`config.mk`:
```
export PLATFORM = sky130hd
export DESIGN_NAME = elfo_fade_div
export DESIGN_NICKNAME = d
export VERILOG_FILES = /design/src/hw/rtl/elfo_pkg.sv /design/src/hw/rtl/elfo_fade_div.sv
export SDC_FILE = /design/constraint.sdc
export NUM_CORES = 2
export LEC_CHECK = 0
export ABC_AREA = 0
export BUFFER_PORTS_ARGS = -buffer_cell sky130_fd_sc_hd__clkbuf_2
export CORE_UTILIZATION = 49
export DETAILED_ROUTE_END_ITERATION = 8
export PLACE_DENSITY_LB_ADDON = 0.15
export SYNTH_ARGS = -nofsm -noshare
export SYNTH_HDL_FRONTEND = slang
export SYNTH_SLANG_ARGS = --single-unit
```
`constraint.sdc`:
```
create_clock -name i_clk -period 7.8 [get_ports i_clk]
set_clock_uncertainty 0.15 [all_clocks]
set_input_delay 1.56 -clock i_clk [delete_from_list [all_inputs] [get_ports i_clk]]
set_output_delay 1.56 -clock i_clk [all_outputs]
set_load 0.02 [all_outputs]
```
`src/hw/rtl/elfo_pkg.sv`:
```
package elfo_pkg;

    // sine table size, any value from 64 to 65536
    localparam int unsigned SINE_TABLE_ENTRIES = 1024;
    localparam int unsigned SINE_IDX_W         = $clog2(SINE_TABLE_ENTRIES);

    // fade divider: one quotient bit per stage
    localparam int unsigned DIV_STEPS = 16;

    localparam logic [16:0] Q16_ONE = 17'h10000;

    localparam logic [63:0] Q30_ONE     = 64'd1073741824;
    localparam logic [63:0] Q30_HALF_PI = 64'd1686629713;

    typedef enum logic [2:0] {
        REG_LIFE_TIME       = 3'd0,
        REG_START_DELAY     = 3'd1,
        REG_FADE_OUT_LENGTH = 3'd2,
        REG_PULSE_MODE      = 3'd3,
        REG_PULSE_FREQ      = 3'd4,
        REG_PULSE_PHASE     = 3'd5,
        REG_PULSE_AMPLITUDE = 3'd6
    } t_cfg_reg;

    typedef enum logic [2:0] {
        MODE_NONE      = 3'd0,
        MODE_SINE      = 3'd1,
        MODE_RAMP_UP   = 3'd2,
        MODE_RAMP_DOWN = 3'd3,
        MODE_TRIANGLE  = 3'd4,
        MODE_SQUARE25  = 3'd5,
        MODE_SQUARE50  = 3'd6,
        MODE_SQUARE75  = 3'd7
    } t_pulse_mode;

    typedef logic [16:0] t_sine_rom [SINE_TABLE_ENTRIES];

    // one table entry, 0.5 + 0.5 sin in q1.16, from a q30 taylor series
    function automatic logic [16:0] sine_entry(input logic [31:0] k);
        logic [63:0] f;
        logic [63:0] r;
        logic [63:0] x;
        logic [63:0] x2;
        logic [63:0] t;
        logic [63:0] s;
        logic [63:0] half;
        logic [1:0]  q;
        f  = ({32'd0, k} << 32) / SINE_TABLE_ENTRIES;
        q  = f[31:30];
        r  = f & (Q30_ONE - 64'd1);
        if (q[0]) begin
            r = Q30_ONE - r;
        end
        x  = (r * Q30_HALF_PI) >> 30;
        x2 = (x * x) >> 30;
        t  = Q30_ONE - x2 / 110;
        t  = Q30_ONE - ((x2 * t) >> 30) / 72;
        t  = Q30_ONE - ((x2 * t) >> 30) / 42;
        t  = Q30_ONE - ((x2 * t) >> 30) / 20;
        t  = Q30_ONE - ((x2 * t) >> 30) / 6;
        s  = (x * t) >> 30;
        half = (s + 64'd16384) >> 15;
        if (half > 64'd32768) begin
            half = 64'd32768;
        end
        if (q[1]) begin
            return 17'(64'd32768 - half);
        end
        return 17'(64'd32768 + half);
    endfunction

    function automatic t_sine_rom sine_rom_image();
        t_sine_rom img;
        for (int unsigned i = 0; i < SINE_TABLE_ENTRIES; i++) begin
            img[i] = sine_entry(32'(i));
        end
        return img;
    endfunction

endpackage

```
`src/hw/rtl/elfo_fade_div.sv`:
```
module elfo_fade_div (
    input  logic                           i_clk,
    input  logic [elfo_pkg::DIV_STEPS-1:0] i_en,
    input  logic [31:0]                    i_rem,
    input  logic [31:0]                    i_div,
    output logic [elfo_pkg::DIV_STEPS-1:0] o_quo
);

    localparam int unsigned N = elfo_pkg::DIV_STEPS;

    // remainder stays below the divisor, so each step is one compare and subtract
    logic [31:0]  r_rem [N];
    logic [N-1:0] r_quo [N];
    logic [31:0]  n_rem [N];
    logic [N-1:0] n_quo [N];

    always_comb begin
        logic [32:0] sh;
        logic [31:0] rem_in;
        logic [N-1:0] quo_in;
        for (int i = 0; i < N; i++) begin
            rem_in = (i == 0) ? i_rem : r_rem[(i == 0) ? 0 : i - 1];
            quo_in = (i == 0) ? '0 : r_quo[(i == 0) ? 0 : i - 1];
            sh = {rem_in, 1'b0};
            if (sh >= {1'b0, i_div}) begin
                n_rem[i] = 32'(sh - {1'b0, i_div});
                n_quo[i] = {quo_in[N-2:0], 1'b1};
            end else begin
                n_rem[i] = sh[31:0];
                n_quo[i] = {quo_in[N-2:0], 1'b0};
            end
        end
    end

    always_ff @(posedge i_clk) begin
        for (int i = 0; i < N; i++) begin
            if (i_en[i]) begin
                r_rem[i] <= n_rem[i];
                r_quo[i] <= n_quo[i];
            end
        end
    end

    assign o_quo = r_quo[N-1];

endmodule

```
---- Word level (Yosys, flattened, before mapping) ----
Memories as Yosys holds them, arrays and structs flattened.
Index checks and enable logic that the tools add are counted.
operators by class
  add/sub/neg operators ................... 16
  magnitude comparators ................... 16
  multiplexer cells ....................... 64
operator list
  kind                                                            number
  33-bit by 32-bit greater-or-equal comparator with 1-bit output  16
  32-bit two-way mux                                              16
  32-bit subtractor                                               16
  1-bit two-way mux                                               48
word-level totals
  flip-flop bits (word level) ............. 0
  bits in writable memories ............... 768
  word-level logic and storage cells ...... 98
  memories kept ........................... 2
memory list
  name   depth  bits a word  read ports  clocked after memory_dff  write ports  RTL line             RTL
  r_rem  16     32           15          0                         16           elfo_fade_div.sv:12  logic [31:0] r_rem [N];
  r_quo  16     16           16          0                         16           elfo_fade_div.sv:13  logic [N-1:0] r_quo [N];

---- Longest topological paths before layout ----
An unclocked memory read counts as a cell.
  depth after elaboration ................. 3
  gate-level depth with buffers ........... 15

---- Worst setup path after synthesis ----
No wires, ideal clock.
  kind .................................... input to register
  start point ............................. input i_div[12]
  end point ............................... memory r_rem[8][24] (netlist: r_rem[1][24]), data pin
  library setup time ...................... 0.262 ns
  data arrival time ....................... 4.704 ns
  data required time ...................... 7.388 ns
  slack ................................... 2.684 ns
  cell stages on the path ................. 14
  buffers on the path ..................... 1
  path through ............................ inv_1 > ha_1 > a21o_1 > a21o_1 > a21oi_2 > nor2_1 > a2111oi_2 > a21oi_1 > a31oi_2 > o21ai_2 > a221o_1 > a211oi_4 > buf_6 > mux2_1
RTL lines
  element          RTL line             RTL
  start, declared  elfo_fade_div.sv:5   input logic [31:0] i_div,
  end, declared    elfo_fade_div.sv:12

==> flow_summary.ini <==
[logic_synthesis]
yosysSeqAreaShare = 0.384
synth_edf_count = 616
ys_ff_latch = 616
yosysWarnings = 0
netlist_area_um2 = 48200
syn_nets = 5528
avgSynthCellArea_um2 = 9.79
synth_top_flop_cell = edfxtp_1
synthArstFlopShare = 0
netlist_instances = 4921
yosys.cell_types.count = 96

[route]
avgViaCountPerCell = 6.05
drtPass1Iterations = 9
avgRoutedWirePerCell_um = 22.2
drc_errors = 3
dr_total_vias = 38500
totalWireLength_mm = 141
initialDrtViolationCount = 3020
ant_nets = 0

[floorplanning]
rows = 114
io_pins = 97
start_util = 0.497
die_area_um2 = 99600
core_um2 = 97000
die-width_um = 316
die_h_um = 316

[power_and_ir_drop]
p_leak_nw = 21.7
netSwitchingPower_mw = 9.91
pwr_density_cell_nw_per_um2 = 447
p_total_mw = 23.7
clock_power_share = 0.165
comb_power_share = 0.542
internal_power_mw = 13.8
seqPwrFrac = 0.292
peakVddDrop_mv = 0.200
swShare = 0.419

[grt]
grt_usage = 0.278
antenna_found_initial = 3
overflow = 0
grt_pass1_vias = 36300
grt_max_degree = 63
grt_pass1_wl_mm = 212

[critical_path]
critPathMaxFanout = 34
crit_required_ns = 8.03
arrival_ns = 6.09
cp-end-kind = flop
critPathKind = primary input to flop
critPathLaunchType = primary input

[clock_network]
cts_hold_buf = 0
postCtsSetupRepairBufs = 0
clkTransAtPathRegs_ns = 0.06
clock-sinks = 616
clk_latency_ns = 0.66
cts_buffer_depth = 3
root_buffer = clkbuf_16
cts_tree = built
cts_resized = 0
htreeDepth = 3
cts_buffers = 76

[finish]
register_area_um2 = 18500
final_cell_mix = 616 x edfxtp_1, 511 x ha_1, 480 x a21oi_1
nFillCells = 8794
num_antenna_cells = 0
area_delta_synth_final_pct = 10.0
final_common_cell = edfxtp_1
drive_gt1_frac = 0.0957
multi_input_area_um2 = 28500
fin_nets = 5623

[timing]
setup_violations = 0
tightestPinTransition_ns = 1.33
max_slew_margin = 0.112
timing.fmax_mhz = 171
finalMaxSlewViolations = 0
hold_viol_final = 0
fin_crit_sh = 0.751
setup_tns_ns = 0
period_needed_ns = 5.86
fin_ws_ns = 1.94
grt_setup_unrepaired = no
hold_slack_ns = 0.238

[hold_path]
min-delay-path-class = flop to flop

[flow_run]
maxCapViolCount = 0

[placed_design]
dp_slack_ns = 1.33
port_buffers = 96
hpwl_mm = 107
gp_congestion = 0.969

[status]
violations = DRC
status = complete, but fails checks
## final timing paths
| path | from | end | slack (ns) | cells after the start |
|---|---|---|---|---|
| hold / removal | r_quo[1][4] | r_quo[1][21] | 0.24 | 0 |
| setup reg to reg | r_rem[1][160] | r_rem[1][203] | 3.34 | 12 |
| hold reg to reg | r_quo[1][4] | r_quo[1][21] | 0.24 | 0 |
| setup / recovery | i_div[1] | r_rem[1][203] | 1.94 | 14 |
## power by group through the flow
stage	combinational (mW)	clock, mW	sequential, mW
floorplan	10.1	0	6.28
global placement	12.5	0	6.98
finish	12.8	3.92	6.92
global route	14.2	4.11	6.99
detailed placement	12.6	0	6.97
CTS	12.7	3.99	6.92
## critical path, stage by stage
cell,delay (ns)
clkbuf_2,0.09
inv_1,0.71
ha_1,0.38
nor2b_1,0.14
o31a_1,0.31
o31a_1,0.31
a31oi_1,0.29
a21oi_1,0.18
a41oi_2,0.33
o31ai_2,0.13
a41o_1,0.29
a41oi_4,0.71
buf_12,0.27
mux2_1,0.35
## cell type report
type / instances / share of cell area
clock buffer: 80 / 0.0366
inverter: 152 / 0.0108
timing repair buffer: 172 / 0.0210
tap: 1276 / 0.0301
sequential: 616 / 0.349
multi-input combinational: 3998 / 0.537
clock inverter: 60 / 0.0156
## per-layer routing
| layer | track usage | part of all wire | wire length [um] | vias up |
|---|---|---|---|---|
| met2 | 0.477 | 0.48 | 67900 | 1082 |
| met1 | 0.352 | 0.43 | 60200 | 18400 |
| li1 | - | - | - | 18700 |
| met3 | 0.0363 | 0.047 | 6630 | 257 |
| met5 | 0 | 0.000092 | 13 | - |
| met4 | 0.117 | 0.045 | 6390 | 2 |
## synth_stat cells, types with 77 or more instances
master    instances  area, um2
mux2_2          121       1360
nand4_1          80        500
nand3_1          79        395
xnor2_1         240       2100
a21oi_1         481       2410
a21o_1          258       1940
nand2b_1         77        482
ha_1            511       6390
clkbuf_1        108        405
nand2_1         458       1720
xor2_1          173       1520
o21ai_0         438       2190
edfxtp_1        616      18500
nor2_1          285       1070
inv_1           151        567
## state kept, by name, indices dropped and copies added (netlist names)
register / count
r_rem: 480
r_quo: 136
## per-stage QoR
step,instances,instance area (um2),util
5_1_grt,6354,53000,0.546
3_3_place_gp,6214,50200,0.518
4_1_cts,6354,53000,0.546
3_5_place_dp,6214,50200,0.518
6_report,6354,53000,0.546
2_1_floorplan,4921,48200,-
## kinds of logic (layout without fill, tap and decap cells)
group                    count (synthesis)  in the layout  share of synthesized area
AND/OR/NAND/NOR                       1266           1266                      0.125
adder cells (fa/ha/maj)                526            526                      0.139
XOR/XNOR                               413            413                     0.0751
buffers and inverters                  307            464                     0.0270
multiplexers                           168            168                     0.0398
flip-flops                             616            616                      0.384
AO/OA/AOI/OAI                         1625           1625                      0.211
No activity file was read; power rests on OpenSTA's default activity.
